`src/rtl/mac_frame_header_parser_macros.svh`:
```
// assertion macros for the mac frame header parser
`ifndef MAC_FRAME_HEADER_PARSER_MACROS_SVH
`define MAC_FRAME_HEADER_PARSER_MACROS_SVH
`ifndef SYNTH
// same-cycle implication, checked at every rising edge out of reset
`define MFHP_ASSERT_IMP(label, clk, rst, ante, cons, msg) \
  label: assert property (@(posedge clk) disable iff (rst) (ante) |-> (cons)) else $error(msg);
// next-cycle implication
`define MFHP_ASSERT_NXT(label, clk, rst, ante, cons, msg) \
  label: assert property (@(posedge clk) disable iff (rst) (ante) |=> (cons)) else $error(msg);
`else
`define MFHP_ASSERT_IMP(label, clk, rst, ante, cons, msg)
`define MFHP_ASSERT_NXT(label, clk, rst, ante, cons, msg)
`endif
`endif

```
`src/rtl/mfhp_pkg.sv`:
```
// constants, result type and field helpers for the mac frame header parser
package mfhp_pkg;

  localparam logic [6:0] MAX_FRAME_BYTES = 7'd127;

  // parse phases, which double as the field kind codes
  localparam logic [3:0] PH_FCTL    = 4'd0;
  localparam logic [3:0] PH_SEQ     = 4'd1;
  localparam logic [3:0] PH_DPAN    = 4'd2;
  localparam logic [3:0] PH_DADDR   = 4'd3;
  localparam logic [3:0] PH_SPAN    = 4'd4;
  localparam logic [3:0] PH_SADDR   = 4'd5;
  localparam logic [3:0] PH_SECCTL  = 4'd6;
  localparam logic [3:0] PH_COUNTER = 4'd7;
  localparam logic [3:0] PH_KEYSRC  = 4'd8;
  localparam logic [3:0] PH_KEYIDX  = 4'd9;
  localparam logic [3:0] PH_TRAIL   = 4'd10;
  localparam logic [3:0] KIND_FCS   = 4'd11;
  localparam logic [3:0] KIND_LQI   = 4'd12;
  localparam logic [3:0] KIND_RSSI  = 4'd13;
  localparam logic [3:0] PH_DISCARD = 4'd14;
  localparam logic [3:0] PH_IDLE    = 4'd15;

  // address modes
  localparam logic [1:0] AMODE_NONE  = 2'd0;
  localparam logic [1:0] AMODE_RSVD  = 2'd1;
  localparam logic [1:0] AMODE_LONG  = 2'd3;

  // key identifier modes
  localparam logic [1:0] KMODE_NONE  = 2'd0;
  localparam logic [1:0] KMODE_INDEX = 2'd1;
  localparam logic [1:0] KMODE_SRC8  = 2'd3;

  typedef struct packed {
    logic [3:0] field_kind;
    logic [2:0] byte_index;
    logic [7:0] data_out;
    logic       src_pan_from_dst;
    logic       frame_end;
    logic       parse_error;
  } res_t;

  function automatic logic [1:0] dst_mode(input logic [15:0] cw);
    return cw[11:10];
  endfunction

  function automatic logic [1:0] src_mode(input logic [15:0] cw);
    return cw[15:14];
  endfunction

  function automatic logic [1:0] key_mode(input logic [7:0] sc);
    return sc[4:3];
  endfunction

  function automatic logic pan_compressed(input logic [15:0] cw);
    return cw[6] && (dst_mode(cw) != AMODE_NONE) && (src_mode(cw) != AMODE_NONE);
  endfunction

  // bytes in the field of a header phase
  function automatic logic [3:0] field_len(input logic [3:0] p, input logic [15:0] cw,
                                           input logic [7:0] sc);
    logic [3:0] n;
    n = 4'd1;
    case (p)
      PH_FCTL:    n = 4'd2;
      PH_DPAN:    n = 4'd2;
      PH_DADDR:   n = (dst_mode(cw) == AMODE_LONG) ? 4'd8 : 4'd2;
      PH_SPAN:    n = 4'd2;
      PH_SADDR:   n = (src_mode(cw) == AMODE_LONG) ? 4'd8 : 4'd2;
      PH_COUNTER: n = 4'd4;
      PH_KEYSRC:  n = (key_mode(sc) == KMODE_SRC8) ? 4'd8 : 4'd4;
      default:    n = 4'd1;
    endcase
    return n;
  endfunction

  function automatic logic [3:0] after_src(input logic [15:0] cw, input logic sec_en);
    return (cw[3] && sec_en) ? PH_SECCTL : PH_TRAIL;
  endfunction

  function automatic logic [3:0] after_dst(input logic [15:0] cw, input logic sec_en);
    logic [3:0] n;
    if (src_mode(cw) != AMODE_NONE) begin
      n = pan_compressed(cw) ? PH_SADDR : PH_SPAN;
    end else begin
      n = after_src(cw, sec_en);
    end
    return n;
  endfunction

  // phase that follows a completed header field
  function automatic logic [3:0] next_phase(input logic [3:0] p, input logic [15:0] cw,
                                            input logic [7:0] sc, input logic sec_en);
    logic [3:0] n;
    n = PH_TRAIL;
    case (p)
      PH_FCTL:    n = PH_SEQ;
      PH_SEQ:     n = (dst_mode(cw) != AMODE_NONE) ? PH_DPAN : after_dst(cw, sec_en);
      PH_DPAN:    n = PH_DADDR;
      PH_DADDR:   n = after_dst(cw, sec_en);
      PH_SPAN:    n = PH_SADDR;
      PH_SADDR:   n = after_src(cw, sec_en);
      PH_SECCTL:  n = PH_COUNTER;
      PH_COUNTER: begin
        if (key_mode(sc) == KMODE_NONE) begin
          n = PH_TRAIL;
        end else if (key_mode(sc) == KMODE_INDEX) begin
          n = PH_KEYIDX;
        end else begin
          n = PH_KEYSRC;
        end
      end
      PH_KEYSRC:  n = PH_KEYIDX;
      default:    n = PH_TRAIL;
    endcase
    return n;
  endfunction

endpackage

```
`src/rtl/mac_frame_header_parser.sv`:
```
// mac frame header parser top level: byte tagger with input and result registers
//
// Tags each received 802.15.4 frame byte with the MAC field it belongs to:
// frame control, sequence number, destination PAN/address, source PAN/address,
// the optional auxiliary security header (control, frame counter, key source,
// key index), payload, FCS and the LQI and RSSI bytes the radio appends. A
// transfer with frame_start set opens a new frame (also in mid-frame) and
// carries the MPDU length including FCS, so a frame spans frame_length + 2
// transfers. Every input transfer yields exactly one output transfer. Bytes
// arriving outside a frame are tagged discarded with parse_error holding the
// status of the last frame; the rest of a frame after a reserved address
// mode or a header running into the FCS is tagged discarded with parse_error
// high. security_header_enable selects whether the auxiliary
// security header is parsed when the frame control security bit is set; write
// it only while no transfers are in flight. Throughput is one byte per clock
// while the receiver takes every output: the only loop is the parse state update,
// one short step per byte. Each byte passes the input register, then the tag
// logic into the result register; both stages stall on backpressure.
module mac_frame_header_parser (
  input  logic        clk,
  input  logic        rst,
  // configuration
  input  logic        cfg_we,
  input  logic        cfg_wdata,          // security_header_enable
  // byte input
  input  logic        s_axis_tvalid,
  output logic        s_axis_tready,
  input  logic [15:0] s_axis_tdata,       // [7:0] data_byte, [14:8] frame_length, [15] zero
  input  logic        s_axis_tuser,       // frame_start
  // tagged byte output
  output logic        m_axis_tvalid,
  input  logic        m_axis_tready,
  output logic [15:0] m_axis_tdata,       // [2:0] byte_index, [10:3] data_out,
                                          // [11] src_pan_from_dst, [12] parse_error, zeros
  output logic [3:0]  m_axis_tuser,       // field_kind
  output logic        m_axis_tlast        // frame_end
);
  import mfhp_pkg::*;

  `include "mac_frame_header_parser_macros.svh"

  // configuration register
  logic        sec_en;

  // input register
  logic        in_valid;
  logic [7:0]  in_data;
  logic        in_start;
  logic [6:0]  in_len;

  // parse state
  logic [3:0]  phase;
  logic [2:0]  fbc;
  logic [15:0] cw;
  logic [7:0]  sc;
  logic [7:0]  rem;
  logic        err;

  logic [3:0]  phase_next;
  logic [2:0]  fbc_next;
  logic [15:0] cw_next;
  logic [7:0]  sc_next;
  logic [7:0]  rem_next;
  logic        err_next;

  // result register
  logic        out_valid;
  res_t        res;
  res_t        res_next;

  logic        out_adv;
  logic        step;

  // result stage moves when empty or drained this cycle
  assign out_adv       = !out_valid || m_axis_tready;
  assign step          = in_valid && out_adv;
  assign s_axis_tready = !in_valid || out_adv;

  always_ff @(posedge clk) begin
    if (rst) begin
      sec_en <= 1'b0;
    end else if (cfg_we) begin
      sec_en <= cfg_wdata;
    end
  end

  // input register
  always_ff @(posedge clk) begin
    if (rst) begin
      in_valid <= 1'b0;
    end else if (s_axis_tready) begin
      in_valid <= s_axis_tvalid;
    end
  end

  always_ff @(posedge clk) begin
    if (s_axis_tvalid && s_axis_tready) begin
      in_data  <= s_axis_tdata[7:0];
      in_len   <= s_axis_tdata[14:8];
      in_start <= s_axis_tuser;
    end
  end

  // tag logic: one step of the parse state per byte
  always_comb begin
    logic [6:0] len_sat;
    logic [3:0] p;
    logic [2:0] c;
    logic [7:0] r;
    logic       first_fctl;
    len_sat    = in_len;
    p          = PH_IDLE;
    c          = 3'd0;
    r          = 8'd0;
    first_fctl = 1'b0;

    phase_next = phase;
    fbc_next   = fbc;
    cw_next    = cw;
    sc_next    = sc;
    rem_next   = rem;
    err_next   = err;

    res_next                  = '0;
    res_next.field_kind       = PH_DISCARD;
    res_next.data_out         = in_data;

    // a frame start resets the parse, even in mid-frame
    if (in_start) begin
      if (in_len > MAX_FRAME_BYTES) begin
        len_sat = MAX_FRAME_BYTES;
      end
      rem_next   = {1'b0, len_sat} + 8'd2;
      phase_next = PH_FCTL;
      fbc_next   = 3'd0;
      cw_next    = 16'd0;
      sc_next    = 8'd0;
      err_next   = 1'b0;
    end
    r = rem_next;

    if (phase_next == PH_IDLE || r == 8'd0) begin
      phase_next = PH_IDLE;
    end else begin
      p          = phase_next;
      c          = fbc_next;
      first_fctl = (p == PH_FCTL) && (c == 3'd0);
      if (p == PH_DISCARD) begin
        res_next.field_kind = PH_DISCARD;
      end else if (p < PH_TRAIL) begin
        if (r <= 8'd4) begin
          // header reaches into fcs/lqi/rssi
          err_next   = 1'b1;
          phase_next = PH_DISCARD;
        end else begin
          res_next.field_kind = p;
          res_next.byte_index = c;
          if (p == PH_FCTL) begin
            if (c == 3'd0) begin
              cw_next = {8'h00, in_data};
            end else begin
              cw_next = {in_data, cw_next[7:0]};
            end
          end
          if (p == PH_SECCTL) begin
            sc_next = in_data;
          end
          if ({1'b0, c} + 4'd1 >= field_len(p, cw_next, sc_next)) begin
            fbc_next   = 3'd0;
            phase_next = next_phase(p, cw_next, sc_next, sec_en);
            if (p == PH_FCTL && (dst_mode(cw_next) == AMODE_RSVD ||
                                 src_mode(cw_next) == AMODE_RSVD)) begin
              err_next   = 1'b1;
              phase_next = PH_DISCARD;
            end
          end else begin
            fbc_next = c + 3'd1;
          end
        end
      end else begin
        // payload, then fcs, lqi, rssi counted from the frame end
        if (r > 8'd4) begin
          res_next.field_kind = PH_TRAIL;
          res_next.byte_index = c;
          fbc_next            = c + 3'd1;
        end else if (r > 8'd2) begin
          res_next.field_kind = KIND_FCS;
          res_next.byte_index = 3'd4 - r[2:0];
        end else if (r == 8'd2) begin
          res_next.field_kind = KIND_LQI;
        end else begin
          res_next.field_kind = KIND_RSSI;
        end
      end
      if (!first_fctl && !err_next && pan_compressed(cw_next)) begin
        res_next.src_pan_from_dst = 1'b1;
      end
      if (r == 8'd1) begin
        res_next.frame_end = 1'b1;
        phase_next         = PH_IDLE;
      end
      rem_next = r - 8'd1;
    end
    res_next.parse_error = err_next;
  end

  // parse state and result register
  always_ff @(posedge clk) begin
    if (rst) begin
      phase <= PH_IDLE;
      fbc   <= 3'd0;
      cw    <= 16'd0;
      sc    <= 8'd0;
      rem   <= 8'd0;
      err   <= 1'b0;
    end else if (step) begin
      phase <= phase_next;
      fbc   <= fbc_next;
      cw    <= cw_next;
      sc    <= sc_next;
      rem   <= rem_next;
      err   <= err_next;
    end
  end

  always_ff @(posedge clk) begin
    if (rst) begin
      out_valid <= 1'b0;
    end else if (out_adv) begin
      out_valid <= in_valid;
    end
  end

  always_ff @(posedge clk) begin
    if (step) begin
      res <= res_next;
    end
  end

  assign m_axis_tvalid = out_valid;
  assign m_axis_tuser  = res.field_kind;
  assign m_axis_tlast  = res.frame_end;
  assign m_axis_tdata  = {3'b000, res.parse_error, res.src_pan_from_dst,
                          res.data_out, res.byte_index};

  // checks
  `MFHP_ASSERT_IMP(a_idle_when_empty, clk, rst, rem == 8'd0, phase == PH_IDLE, "frame count empty outside idle")
  `MFHP_ASSERT_IMP(a_no_tail_phase, clk, rst, 1'b1, phase != KIND_FCS && phase != KIND_LQI && phase != KIND_RSSI, "tail kind held as parse phase")
  `MFHP_ASSERT_IMP(a_end_kind, clk, rst, out_valid && res.frame_end, res.field_kind == KIND_RSSI || res.field_kind == PH_DISCARD, "frame end on wrong field")
  `MFHP_ASSERT_IMP(a_flag_excl, clk, rst, out_valid, !(res.src_pan_from_dst && res.parse_error), "pan copy flag with error")
  `MFHP_ASSERT_NXT(a_end_idle, clk, rst, step && res_next.frame_end && !in_start, phase == PH_IDLE, "frame end left parser busy")

endmodule

```
`config.mk`:
```
export PLATFORM = sky130hd
export DESIGN_NAME = mac_frame_header_parser
export DESIGN_NICKNAME = d
export VERILOG_FILES = /design/src/rtl/mfhp_pkg.sv /design/src/rtl/mac_frame_header_parser.sv
export VERILOG_INCLUDE_DIRS = /design/src /design/src/rtl
export SDC_FILE = /design/constraint.sdc
export NUM_CORES = 1
export LEC_CHECK = 0
export ABC_AREA = 1
export BUFFER_PORTS_ARGS = -buffer_cell sky130_fd_sc_hd__buf_2
export CAP_MARGIN = 5
export CORE_MARGIN = 4
export CORE_UTILIZATION = 55
export DETAILED_ROUTE_END_ITERATION = 12
export PLACE_DENSITY = 0.76
export SYNTH_ARGS = -nofsm -noshare
export SYNTH_HDL_FRONTEND = slang
export SYNTH_SLANG_ARGS = --single-unit
```
`constraint.sdc`:
```
create_clock -name clk -period 4.4 [get_ports clk]
set_clock_uncertainty 0.1 [all_clocks]
set_input_delay 0.44 -clock clk [delete_from_list [all_inputs] [get_ports clk]]
set_output_delay 0.44 -clock clk [all_outputs]
set_load 0.02 [all_outputs]
```
==> summary.md, run 1 <==
| Metric | Value |
|---|---|
| Status | complete, no violations |
| Crit Reg-Reg Endpoint | m_axis_tdata[11] |
| Cts bufs inserted | 9 |
| Clock Tree Root | clkbuf_8 |
| Crit path cell chain | inv_2 -> nand2_1 -> ha_1 -> nand2_1 -> nand2_1 -> nand2_1 -> nand2_2 -> nor2_1 -> o21ai_0 -> a21oi_1 -> ha_1 -> inv_1 -> nor2_1 -> o21ai_0 -> nand2_1 -> a31o_2 -> inv_1 -> o21ai_1 -> nand2_1 -> nand3_1 -> nor2_1 -> nand2_1 -> nor2_1 |
| P per Cell Area | 363.3 nW/um^2 |
| Post-route antenna net violation count | 0 |
| Max-Cap Viols | 0 |
| Final Non-Filler Cells | about 640 |
| Ys async rst share | 0% |
| Final setup vio count | 0 |
| Initial antenna violation count | 0 |
| WP buf/inv | 3 |
| Top Ports | 46 |
| Crit path to | m_axis_tdata[11] |
| Ys Warns | 0 |
| Most frequent CP cell | nand2_1 |
| Grt total ovfl | 0 |
| Via-to-Cell Ratio | between 5 and 6 |
| Final Hold Vio Count | 0 |
| CP Depth | 23 |
| Worst EP required | 4.53 ns |
| HP Class | in2reg |
| Wire per inst | 13.71 um |
| Placement-stage cell area | 3980 um^2 |
| Sequential area share after synthesis | 41.70% |
| Number of synthesized flops with an enable pin | 34 |
| Internal power | just over 1000 uW |
| CTS Hold Buffers Added | 0 |
| Reg2Reg Depth | 23 |
| Crit path max-delay cell type | edfxtp_1 |
| Die extent in y | 90.52 um |
| Clock power frac | about 35% |
| Number of port buffers | 41 |
| Crit end category | flip-flop |
| Placed Cells | between 600 and 700 |
| RSZ-0062 raised after global routing | no |
| FILL cells | 584 |
| H-tree depth | 3 |
| Seq cells post-synth | 61 |
| Vias | 3398 |
| P&R area growth vs syn | 11.76% |
| Crit path from | in_start |
| CTS tree | done |
| Most used flip-flop cell after synthesis | edfxtp_1 |
| Unique masters post-synth | 36 |
| Critical path arrival | 3.91 ns |
| Static leakage | 0.002028 uW |
| Fraction of final layout cells sized beyond drive strength 1 | between 10% and 20% |
| Worst-skew pair later-pin latency | 0.36 ns |
| Largest fanout on the critical path | 16 |
| Mapped Area | 3745 um^2 |
| Fin. max-slew vios | 0 |
| Diodes inserted | 0 |
| Tmin final | 3.781 ns |
| CP Launch Type | flip-flop |
| Clock Sinks | 61 |
| Post-route setup TNS | 0 ns |
| Reg2reg start | in_start |
| Core Region | 6495 um^2 |
| Worst slew margin | 29.54% |
| Peak VDD IR | about 0.30 mV |
| Crit-path leading delay family | simple AND/OR/NAND/NOR gates |
| Net Sw Power | 505.1 uW |
| DRC viols | 0 |
| Design Power | 1520 uW |
| Largest net degree at the start of global routing | 31 |
| Routed Wire Length | 8.733 mm |
| Slowest stage delay, CP | roughly 0.4 ns |
| Die area | about 8200 um^2 |
| Die span in x | ~91 um |
| Setup slack, reg-to-reg | approximately 0.62 ns |
| Most common cell after layout, fill and taps aside | nand2_1 |
| Cell count after synthesis | 513 |
| Starting density of the core | a little under 60% |
| Slew @ Worst Pin | 1.056 ns |
| Clock edge transition at the registers on the reported setup and hold paths | 0.08 ns |
| 1st-iter DRT viols | 293 |
| Routability cong. | ~0.9 |
| Nets | between 500 and 600 |
| Post-CTS setup buffers | 0 |
| Hpwl dp | 6.356 mm |
| Most frequent cells in the layout | 146 x nand2_1, 68 x inv_1, 42 x nor2_1 |
| Vias in the first global route | 3266 |
| Setup CP Type | reg2reg |
| All-Layer GR Usage | 22.44% |
| Post-Syn Area per Cell | approximately 7.3 um^2 |
| Fin util | 64.44% |
| Site Rows | 29 |
| CTS resizes | 0 |
| Clock Path Buffers | 2 |
| Final period util | 85.94% |
| Achievable Freq | 264.5 MHz |
| Comb pwr share | 22.1% |
| DR pass1 iterations | 5 |
| First-pass GRT wire length | 14.89 mm |
| Sw Ratio | 33.22% |
| Part of the power in registers | ~43% |
| Fin area | approximately 4200 um^2 |
-- worst min path at each step --
stage / start / endpoint / slack, ns / cells after the start
finish: s_axis_tdata[0] / in_data[0] / 0.15 / 1
global route: s_axis_tdata[1] / in_data[1] / 0.14 / 1
CTS: s_axis_tdata[1] / in_data[1] / 0.14 / 1
detailed placement: in_data[5] / m_axis_tdata[8] / 0.31 / 0
global placement: in_data[5] / m_axis_tdata[8] / 0.31 / 0
floorplan: in_data[0] / m_axis_tdata[3] / 0.30 / 0
-- registers in the layout (all words and copies together), names as in the netlist --
register,flops
m_axis_tdata,13
in_data,8
rem,8
in_len,7
cw,6
m_axis_tuser,4
phase,4
fbc,3
sc,2
err,1
in_start,1
in_valid,1
m_axis_tlast,1
m_axis_tvalid,1
sec_en,1
-- power groups by stage --
stage	combinational [uW]	clock (uW)	sequential [uW]
floorplan	248	0	679
global placement	326	0	671
detailed placement	331	0	672
CTS	333	534	659
global route	381	561	663
finish	336	525	659
-- metrics by stage --
stage               setup slack [ns]  hold slack, ns
floorplan                      1.089          0.3003
global placement              0.7065          0.3055
detailed placement            0.6706          0.3110
CTS                           0.6278          0.1417
global route                  0.1567          0.1417
finish                        0.6186          0.1527
-- cell families after synthesis --
group / Yosys count / synth area share, %
AOI/OAI and AO/OA: 90 / 13.53
xor gates and xnor gates: 5 / 1.169
adders and majority gates: 11 / 3.675
buffers and inverters: 93 / 10.49
DFF: 61 / 41.70
other: 1 / 0.1001
and+or+nand+nor: 252 / 29.34
-- routing by layer --
metal	vias up	global-route usage (%)	part of all wire, %
met1	1553	28.63	45
met3	14	3.917	5.2
met2	87	37.49	48
met4	0	9.184	1.9
met5	-	0	0
li1	1744	-	-
-- cells in the mapped netlist (all sizes together), types with 2 or more instances --
cell type / instances / share of area (%)
nand2: 158 / 17
inv: 76 / 7.6
nor2: 47 / 5.4
a21oi: 42 / 5.7
o21ai: 38 / 5.9
edfxtp: 34 / 27
nand3: 32 / 4.5
dfxtp: 27 / 14
ha: 11 / 3.7
buf: 10 / 2.2
clkbuf: 6 / 0.60
nand4: 6 / 1.0
nor3: 6 / 0.80
xor2: 5 / 1.2
a31oi: 3 / 0.50
o211ai: 3 / 0.60
or2: 2 / 0.33
-- area by class of cell --
class	instances	area (um^2)	share of cell area [%]
multi-input cells	361	1798	42.96
flip-flops and latches	61	1562	37.31
inverters	77	289.0	6.906
repair buffers	45	235.2	5.620
clock buffers	9	123.9	2.960
well taps	77	96.34	2.302
clock inverters	7	81.33	1.943
Note: power is estimated with default switching activity, not from simulation.
==> inputs of run 2 (changes only) <==
- CELL_PAD_IN_SITES_DETAIL_PLACEMENT: default -> 0
- CELL_PAD_IN_SITES_GLOBAL_PLACEMENT: default -> 1
- CORE_UTILIZATION: 55 -> 42
- PLACE_DENSITY: 0.76 -> 0.79
==> run 2 against run 1 <==
Total power is 0.77% lower. Routed wire length is 5.4% higher. Sequential power hardly changed. Die area is 28% higher. Cell area is 1.6% higher. Count of clock-buffer cells in the layout stayed put. Hold slack better by 0.020 ns. Utilization is 15 points lower. Sequential share of layout area is 0.59 points lower. First-iteration DRC count is 36% lower. Worst setup slack better by 0.13 ns. Register-to-register slack better by 0.13 ns. Largest cell class unchanged. Largest power group unchanged.
==> summary.md, run 2 (same netlist as run 1, synthesis figures left out) <==
| Metric | Value |
|---|---|
| Comb pwr share | between 20% and 30% |
| Core Region | about 8700 um^2 |
| HP Class | in2reg |
| Diodes inserted | 0 |
| 1st-iter DRT viols | 187 |
| Slowest stage delay, CP | 0.49 ns |
| Most frequent CP cell | nand2_1 |
| Clock Sinks | between 60 and 70 |
| Final Hold Vio Count | 0 |
| Post-CTS setup buffers | 0 |
| Clock Path Buffers | 2 |
| Site Rows | 34 |
| Sw Ratio | 32.88% |
| Vias | 3412 |
| Post-route antenna net violation count | 0 |
| Part of the power in registers | ~44% |
| Crit end category | flip-flop |
| Die span in x | roughly 100 um |
| Most frequent cells in the layout | 146 x nand2_1, 68 x inv_1, 42 x nor2_1 |
| Vias in the first global route | 3156 |
| Peak VDD IR | approximately 0.19 mV |
| Crit-path leading delay family | simple AND/OR/NAND/NOR gates |
| Crit Reg-Reg Endpoint | m_axis_tdata[11] |
| Via-to-Cell Ratio | 5.070 |
| DR pass1 iterations | 5 |
| Hpwl dp | about 6.9 mm |
| Achievable Freq | 274.2 MHz |
| Wire per inst | 13.67 um |
| Top Ports | 46 |
| Setup CP Type | reg2reg |
| Worst EP required | 4.50 ns |
| Clock Tree Root | clkbuf_8 |
| Cts bufs inserted | 9 |
| Initial antenna violation count | 0 |
| Highest routed layer | met4 |
| Largest net degree at the start of global routing | 29 |
| Routability cong. | 0.8416 |
| Slew @ Worst Pin | 0.5930 ns |
| WP buf/inv | 3 |
| Grt total ovfl | 0 |
| Most common cell after layout, fill and taps aside | nand2_1 |
| DRC viols | 0 |
| Fraction of final layout cells sized beyond drive strength 1 | a little under a fifth |
| All-Layer GR Usage | 18.64% |
| First-pass GRT wire length | 15.33 mm |
| CTS tree | done |
| Status | complete, no violations |
| Largest fanout on the critical path | 8 |
| RSZ-0062 raised after global routing | no |
| Hold_sp | s_axis_tdata[8] |
| Static leakage | 0.002049 uW |
| Internal power | 1013 uW |
| CTS Hold Buffers Added | 0 |
| Crit path cell chain | inv_2 -> nand2_2 -> nor2_1 -> nand2_1 -> a21oi_1 -> nand2_1 -> o22ai_1 -> a21oi_1 -> ha_1 -> nand2_1 -> inv_1 -> o21ai_0 -> nand2_1 -> a31o_2 -> inv_1 -> o21ai_1 -> nand2_1 -> nand3_1 -> nor2_1 -> nand2_1 -> nor2_1 |
| P&R area growth vs syn | 13.57% |
| Clock power frac | 33.7% |
| Tmin final | between 3 and 4 ns |
| Post-route setup TNS | 0 ns |
| Clock edge transition at the registers on the reported setup and hold paths | 0.08 ns |
| Met3 WL post-DR | ~530 um |
| Reg2reg start | in_start |
| Fin. max-slew vios | 0 |
| Final Non-Filler Cells | 673 |
| Hold Crit Endpoint | in_len[0] |
| Routed wl met2 | 4.181 mm |
| Routed Wire Length | 9.203 mm |
| P per Cell Area | 354.7 nW/um^2 |
| Starting density of the core | a little over two fifths |
| Die area | around 10000 um^2 |
| Number of port buffers | 41 |
| Nets | 594 |
| Final period util | between 80 and 90% |
| CTS resizes | 0 |
| Worst-skew pair later-pin latency | 0.34 ns |
| Setup slack, reg-to-reg | about 0.75 ns |
| Crit path max-delay cell type | edfxtp_1 |
| Critical path arrival | 3.75 ns |
| Hold depth | 1 |
| CP Launch Type | flip-flop |
| Max-Cap Viols | 0 |
| WL met1 | 4.360 mm |
| Placed Cells | 657 |
| Net Sw Power | 496.1 uW |
| Max reg flops | 13 |
| Worst slew margin | about 60% |
| Final setup vio count | 0 |
| H-tree depth | 3 |
| Reg2Reg Depth | 21 |
| Die extent in y | 102.4 um |
-- run 2: changes by cell type in the layout (fill, tap and decap cells not counted), sizes merged --
cell and delta:
clkinvlp +1, buf +5, inv -1
-- run 2: worst reg2reg max path: cells and delay by family, from the launching register on --
family	cells	cell delay, ns
compound gates	6	0.93
fa+ha+maj	1	0.29
buf+inv	3	0.39
flops	1	0.49
simple gates	11	1.33
-- run 2: metal layers --
layer,GRT usage (%),vias up
met5,0,-
met3,2.935,16
met2,29.89,111
li1,-,1753
met4,5.550,0
met1,25.96,1532
-- run 2: metrics by stage --
| step | total power [uW] | setup WS [ns] | hold WS (ns) | utilization [%] | instance area, um^2 |
|---|---|---|---|---|---|
| floorplan | 927.7 | 1.089 | 0.3003 | - | 3752 |
| global placement | 1008 | 0.8138 | 0.3008 | 46.74 | 4056 |
| detailed placement | 1010 | 0.8044 | 0.3171 | 46.74 | 4056 |
| CTS | 1520 | 0.7792 | 0.1575 | 49.01 | 4253 |
| global route | 1597 | 0.4236 | 0.1541 | 49.01 | 4253 |
| finish | 1509 | 0.7532 | 0.1727 | 49.01 | 4253 |
-- run 2: layout make-up --
class                           instances  area, um^2
Sequential cell                        61        1562
Multi-Input combinational cell        361        1798
Timing Repair Buffer                   50       272.8
Clock inverter                          7       72.57
Fill cell                             911        4425
Inverter                               77       289.0
Tap cell                              108       135.1
Clock buffer                            9       123.9
-- run 2: how the worst max path moves through the flow --
stage,start,slack [ns],end,depth (start not counted)
after floorplan,in_start,1.09,m_axis_tdata[11],25
after global routing,in_start,0.42,m_axis_tdata[11],21
final,in_start,0.75,m_axis_tdata[11],21
after CTS,in_start,0.78,m_axis_tdata[11],21
after global placement,in_start,0.81,m_axis_tdata[11],23
after detailed placement,in_start,0.80,m_axis_tdata[11],21
-- run 2: power groups by stage --
stage | clock (uW) | combinational (uW) | sequential, uW
after floorplan | 0 | 248 | 679
after global placement | 0 | 336 | 672
after detailed placement | 0 | 338 | 673
after CTS | 520 | 340 | 660
after global routing | 548 | 386 | 664
final | 509 | 340 | 660
